File: src/rtl/saae_pkg.sv
// -----------------------------------------------------------------------------
// saae_pkg
// Shared constants for the STUN attribute address extractor.
// -----------------------------------------------------------------------------
package saae_pkg;

   localparam int unsigned BYTE_W       = 8;
   localparam int unsigned ATTR_TYPE_W  = 16;
   localparam int unsigned PORT_W       = 16;
   localparam int unsigned ADDR_W       = 32;
   localparam int unsigned RSP_DATA_W   = PORT_W + ADDR_W;
   localparam int unsigned HDR_COUNT_W  = 5;
   localparam int unsigned ATTR_LEN_W   = 16;
   // family byte plus port plus address; the first value byte is never used
   localparam int unsigned VALUE_W      = 56;

   localparam logic [HDR_COUNT_W-1:0] MSG_HEADER_BYTES = 5'd20;
   localparam logic [ATTR_LEN_W-1:0]  ADDR_VALUE_LEN   = 16'd8;
   localparam logic [BYTE_W-1:0]      FAMILY_IPV4      = 8'd1;
   localparam logic [ATTR_TYPE_W-1:0] ATTR_MAPPED_ADDR = 16'h0001;
   localparam logic [ATTR_TYPE_W-1:0] ATTR_CHANGED_ADDR = 16'h0005;

endpackage

File: src/rtl/stun_attribute_address_extractor_core.sv
// -----------------------------------------------------------------------------
// stun_attribute_address_extractor_core
// Walks a STUN message byte by byte and extracts the IPv4 port and address
// of the first attribute of the configured type.
// -----------------------------------------------------------------------------
// Channel | Direction | tdata (low bit up)              | tuser / tlast
// req     | in        | message_byte [7:0]              | tlast = final_byte
// rsp     | out       | port_number [15:0], ipv4 [47:16] | tuser[0] = found
// csr     | in        | attribute_type [15:0]           | -
//
// One byte is taken every cycle while req_tready is high; the result appears in the
// cycle after the transfer of the final byte, held in a single output register.
// req_tready drops only while a result waits and rsp_tready is low.
// Reset clears the parse state and the result valid; attribute_type
// returns to 1 (mapped address).
// -----------------------------------------------------------------------------
module stun_attribute_address_extractor_core
   import saae_pkg::*;
(
   input  logic                   clock,
   input  logic                   reset,
   input  logic                   req_tvalid,
   output logic                   req_tready,
   input  logic [BYTE_W-1:0]      req_tdata,   // [7:0] message_byte
   input  logic                   req_tlast,
   output logic                   rsp_tvalid,
   input  logic                   rsp_tready,
   output logic [RSP_DATA_W-1:0]  rsp_tdata,   // [15:0] port_number, [47:16] ipv4_address
   output logic                   rsp_tuser,   // [0] found
   input  logic                   csr_valid,
   output logic                   csr_ready,
   input  logic [ATTR_TYPE_W-1:0] csr_data
);

   typedef enum logic [1:0] {
      PH_HEADER   = 2'd0,
      PH_ATTR_HDR = 2'd1,
      PH_VALUE    = 2'd2
   } phase_type;

   logic [ATTR_TYPE_W-1:0] attr_type_ff;
   phase_type              phase_ff, phase_in;
   logic [HDR_COUNT_W-1:0] hdr_count_ff, hdr_count_in;
   logic [31:0]            attr_hdr_ff, attr_hdr_in;
   logic [1:0]             hdr_idx_ff, hdr_idx_in;
   logic [ATTR_LEN_W-1:0]  remain_ff, remain_in;
   logic [VALUE_W-1:0]     value_ff, value_in;
   logic                   match_ff, match_in;
   logic                   decided_ff, decided_in;

   logic                   rsp_valid_ff;
   logic                   rsp_found_ff;
   logic [RSP_DATA_W-1:0]  rsp_data_ff;

   logic                   req_xfer;
   logic                   found_in;

   assign req_tready = !rsp_valid_ff || rsp_tready;
   assign req_xfer   = req_tvalid && req_tready;
   assign csr_ready  = 1'b1;
   assign rsp_tvalid = rsp_valid_ff;
   assign rsp_tdata  = rsp_data_ff;
   assign rsp_tuser  = rsp_found_ff;

   always_comb begin
      phase_in     = phase_ff;
      hdr_count_in = hdr_count_ff;
      attr_hdr_in  = attr_hdr_ff;
      hdr_idx_in   = hdr_idx_ff;
      remain_in    = remain_ff;
      value_in     = value_ff;
      match_in     = match_ff;
      decided_in   = decided_ff;
      if (!decided_ff) begin
         case (phase_ff)
            PH_HEADER: begin
               hdr_count_in = hdr_count_ff + 1'b1;
               if (hdr_count_in >= MSG_HEADER_BYTES) begin
                  phase_in = PH_ATTR_HDR;
               end
            end
            PH_ATTR_HDR: begin
               attr_hdr_in = {attr_hdr_ff[23:0], req_tdata};
               if (hdr_idx_ff == 2'd3) begin
                  hdr_idx_in = 2'd0;
                  match_in   = (attr_hdr_in[31:16] == attr_type_ff);
                  remain_in  = attr_hdr_in[15:0];
                  value_in   = '0;
                  if (match_in && remain_in != ADDR_VALUE_LEN) begin
                     // matching type with the wrong length decides not found
                     decided_in = 1'b1;
                     match_in   = 1'b0;
                  end else if (remain_in != '0) begin
                     phase_in = PH_VALUE;
                  end
               end else begin
                  hdr_idx_in = hdr_idx_ff + 1'b1;
               end
            end
            PH_VALUE: begin
               value_in  = {value_ff[VALUE_W-BYTE_W-1:0], req_tdata};
               remain_in = remain_ff - 1'b1;
               if (remain_in == '0) begin
                  if (match_ff) begin
                     decided_in = 1'b1;
                     match_in   = (value_in[VALUE_W-1 -: BYTE_W] == FAMILY_IPV4);
                  end else begin
                     phase_in = PH_ATTR_HDR;
                  end
               end
            end
            default: begin
            end
         endcase
      end
      found_in = decided_in && match_in;
   end

   always_ff @(posedge clock) begin
      if (reset) begin
         attr_type_ff <= ATTR_MAPPED_ADDR;
         phase_ff     <= PH_HEADER;
         hdr_count_ff <= '0;
         attr_hdr_ff  <= '0;
         hdr_idx_ff   <= '0;
         remain_ff    <= '0;
         value_ff     <= '0;
         match_ff     <= 1'b0;
         decided_ff   <= 1'b0;
         rsp_valid_ff <= 1'b0;
      end else begin
         if (csr_valid) begin
            attr_type_ff <= csr_data;
         end
         if (req_xfer && req_tlast) begin
            rsp_valid_ff <= 1'b1;
         end else if (rsp_valid_ff && rsp_tready) begin
            rsp_valid_ff <= 1'b0;
         end
         if (req_xfer) begin
            if (req_tlast) begin
               rsp_found_ff <= found_in;
               // port in the low half, address above it
               rsp_data_ff  <= found_in ? {value_in[ADDR_W-1:0], value_in[ADDR_W +: PORT_W]}
                                        : '0;
               phase_ff     <= PH_HEADER;
               hdr_count_ff <= '0;
               attr_hdr_ff  <= '0;
               hdr_idx_ff   <= '0;
               remain_ff    <= '0;
               value_ff     <= '0;
               match_ff     <= 1'b0;
               decided_ff   <= 1'b0;
            end else begin
               phase_ff     <= phase_in;
               hdr_count_ff <= hdr_count_in;
               attr_hdr_ff  <= attr_hdr_in;
               hdr_idx_ff   <= hdr_idx_in;
               remain_ff    <= remain_in;
               value_ff     <= value_in;
               match_ff     <= match_in;
               decided_ff   <= decided_in;
            end
         end
      end
   end

endmodule

File: config.mk
export PLATFORM = sky130hd
export DESIGN_NAME = stun_attribute_address_extractor_core
export DESIGN_NICKNAME = d
export VERILOG_FILES = /design/src/rtl/saae_pkg.sv /design/src/rtl/stun_attribute_address_extractor_core.sv
export SDC_FILE = /design/constraint.sdc
export NUM_CORES = 1
export LEC_CHECK = 0
export ABC_AREA = 1
export BUFFER_PORTS_ARGS = -buffer_cell sky130_fd_sc_hd__buf_2
export CORE_MARGIN = 4
export CORE_UTILIZATION = 40
export DETAILED_ROUTE_END_ITERATION = 8
export PLACE_DENSITY = 0.63
export RECOVER_POWER = 100
export SETUP_SLACK_MARGIN = 0.15
export SYNTH_ARGS = -nofsm -noshare
export SYNTH_HDL_FRONTEND = slang
export SYNTH_SLANG_ARGS = --single-unit
export TNS_END_PERCENT = 30
File: constraint.sdc
create_clock -name clock -period 4.2 [get_ports clock]
set_input_delay 0.63 -clock clock [delete_from_list [all_inputs] [get_ports clock]]
set_output_delay 0.63 -clock clock [all_outputs]
set_load 0.01 [all_outputs]
==> flow_metrics.py <==
metrics = {
    "synthesis": {
        "ys_top_cells_by_count": "206 x nand2_1, 148 x inv_1, 116 x dfxtp_1",
        "synth-seq-cells": 165,
        "synth_cell_types": 37,
        "synth_cells": 998,
        "synth_ff_type": "dfxtp_1",
        "ys_warn_count": 0,
        "async_flop_share_pct": 0,
        "synth_area_um2": 7650,
        "yosysMostFrequentCell": "nand2_1",
        "ys_seq_area_share_pct": 49.6,
        "synth.largest_area_cell": "dfxtp_1",
        "syn_nets": 1036,
        "avgSynthCellArea_um2": 7.67,
        "synth_area_leaders": "dfxtp_1 30%, edfxtp_1 19%, nand2_1 10%, inv_1 7.3%, a21oi_1 7.1%",
        "synth_edf_count": 49,
        "yosysTopAreaCellShare_pct": 30.3,
    },
    "grt": {
        "grt_max_degree": 54,
        "overflow": 0,
        "grt_antenna_before_repair": 0,
        "first_global_vias": 5997,
        "grt_usage_pct": 16.9,
        "grt_pass1_wl_um": 30000,
    },
    "die": {
        "die-area_um2": 21400,
        "die_y_um": 146,
        "die_w_um": 146,
        "rows": 50,
        "core_um2": 18800,
        "io_pins": 82,
        "initial_core_util_pct": 40.8,
    },
    "critical_path": {
        "crit_type": "primary input to flop",
        "critical_path_arrival_ns": 3.74,
        "critPathCaptureType": "flop",
        "startpoint_type": "primary input",
        "crit_fanout": 46,
        "reg2reg_from": "remain_ff[0]",
        "reg2reg_to": "rsp_tdata[9]",
        "cp.required_ns": 4.51,
        "r2r_cells": 14,
        "rrSetupSlack_ns": 1.25,
    },
    "hold_path": {
        "min_from": "csr_data[5]",
        "min_to": "attr_type_ff[5]",
        "holdPathStages": 3,
        "hold_path_class": "primary input to flop",
    },
    "final_layout": {
        "final_area_um2": 8700,
        "n_antenna_cell": 0,
        "nNetsFinal": 1094,
        "area_delta_synth_final_pct": 13.8,
        "layout-drive-gt1-share_pct": 7.86,
    },
    "clock_network": {
        "cts_tree": "built",
        "cts_resized": 0,
        "root_buffer": "clkbuf_16",
        "clockBufferDepth": 2,
        "cts_sinks": 165,
        "post_cts_buffers": 0,
        "insertion_delay_ns": 0.43,
        "path_clk_slew_ns": 0.07,
        "cts_hold_buf": 0,
        "cts.htree.levels": 4,
        "cts_inserted_buffers": 17,
    },
    "sta": {
        "finalCritPeriodShare_pct": 81.7,
        "final.setup.tns_ns": 0,
        "final.setup_skew_ns": 0.0105,
        "fmax_mhz": 292,
        "hold_violations": 0,
        "fin_crit_ns": 3.43,
        "rsz0062_at_grt": "false",
        "worst_pin_slew_ns": 2.38,
        "setup_viol": 0,
        "slew_headroom_pct": -58.4,
        "maxSlewViolCount": 47,
        "finalWorstSetupSlack_ns": 0.771,
    },
    "job": {
        "cap_viol_max_count": 1,
    },
    "run_status": {
        "status": "finished with violations",
        "failed_checks": "capacitance limit, slew limit",
    },
    "power_and_ir_drop": {
        "p_clk_share_pct": 41.9,
        "ir_worst_vdd_mv": 0.305,
        "p_sw_share_pct": 26.8,
        "p_int_mw": 2.64,
        "p_seq_share_pct": 47.2,
        "p_switching_mw": 0.969,
        "leakagePower_nw": 3.02,
        "power_density_nw_per_um2": 415,
        "combPwrFrac_pct": 11.0,
        "power.total_mw": 3.61,
    },
    "routing": {
        "routed_wl_um": 18300,
        "drt_iter0_markers": 692,
        "dr.pass1.iters": 5,
        "wl_per_cell_um": 14.0,
        "drc": 0,
        "routed-via-count": 6497,
        "vias_per_cell": 4.99,
        "antenna_left": 0,
    },
    "placement": {
        "portBuffers": 80,
        "dp_slack_ns": 1.20,
        "place_hpwl_um": 12000,
        "gp_congestion": 0.861,
        "place_area_um2": 8240,
    },
}
==> critical path, stage by stage <==
cell,delay [ns]
buf_2,0.07
clkbuf_1,1.67
inv_1,0.96
o211ai_1,0.33
a21oi_1,0.06
==> cell usage in the layout (no fill, tap or decap), types with 3 or more instances in the layout <==
| cell | count |
|---|---|
| buf_4 | 10 |
| ha_1 | 8 |
| clkbuf_2 | 3 |
| buf_2 | 29 |
| a211oi_1 | 8 |
| nand3b_1 | 4 |
| o21ai_0 | 36 |
| nand2_1 | 207 |
| o211ai_1 | 6 |
| nand4_1 | 9 |
| o22ai_1 | 49 |
| xnor2_1 | 20 |
| clkbuf_1 | 54 |
| nand3_1 | 37 |
| nor2_4 | 3 |
| nor2_2 | 4 |
| dfxtp_1 | 116 |
| clkbuf_16 | 17 |
| nor2_1 | 115 |
| edfxtp_1 | 49 |
| inv_1 | 149 |
| a21oi_1 | 107 |
| inv_6 | 4 |
==> power groups by stage <==
| stage | Combinational [mW] | Clock [mW] | Sequential, mW |
|---|---|---|---|
| floorplan | 0.283 | 0 | 1.74 |
| global placement | 0.396 | 0 | 1.74 |
| detailed placement | 0.396 | 0 | 1.74 |
| CTS | 0.399 | 1.54 | 1.70 |
| global route | 0.443 | 1.61 | 1.71 |
| finish | 0.395 | 1.51 | 1.70 |
==> area by class of cell <==
class / count / area [µm²]
Timing Repair Buffer: 94 / 430
Clock inverter: 12 / 118
Clock buffer: 20 / 447
Tap cell: 234 / 293
Multi-Input combinational cell: 628 / 3060
Sequential cell: 165 / 3790
Inverter: 150 / 563
Fill cell: 1900 / 10100
==> worst max path at each step <==
stage	from	to	slack (ns)
6_report	reset	decided_ff	0.77
5_1_grt	reset	decided_ff	0.62
4_1_cts	remain_ff[0]	rsp_tdata[9]	1.29
3_5_place_dp	rsp_tready	remain_ff[5]	1.20
3_3_place_gp	rsp_tready	remain_ff[10]	1.29
2_1_floorplan	rsp_tready	rsp_tdata[0]	0.38
==> state kept, by name (all words and copies together), names as in the netlist, 2 cells and up <==
| signal | flops |
|---|---|
| attr_hdr_ff | 24 |
| attr_type_ff | 16 |
| phase_ff | 2 |
| hdr_count_ff | 5 |
| remain_ff | 16 |
| value_ff | 48 |
| rsp_tdata | 48 |
| hdr_idx_ff | 2 |
==> cells by family after synthesis <==
family | after synthesis | synth area share (%)
AOI/OAI and AO/OA | 212 | 15.4
and+or+nand+nor | 386 | 20.9
adders and majority gates | 8 | 1.31
buffers and inverters | 205 | 10.4
DFF | 165 | 49.6
other | 1 | 0.0490
xor gates and xnor gates | 21 | 2.40
==> metal layers <==
layer / vias to the layer above / part of all wire [%] / wire length, µm / global-route usage (%)
met5: - / 0 / 0 / 0
met4: 0 / 1.2 / 216 / 5.22
met3: 13 / 4.3 / 793 / 3.88
met2: 148 / 45 / 8260 / 26.3
met1: 3001 / 49 / 9040 / 23.4
li1: 3335 / - / - / -
==> stage by stage <==
step / instances / utilization [%] / hold slack [ns]
2_1_floorplan: 998 / - / 0.445
3_3_place_gp: 1271 / 43.9 / 0.451
3_5_place_dp: 1271 / 43.9 / 0.455
4_1_cts: 1303 / 46.9 / 0.397
5_1_grt: 1303 / 46.4 / 0.402
6_report: 1303 / 46.4 / 0.419
Power figures use the tool's default switching activity.
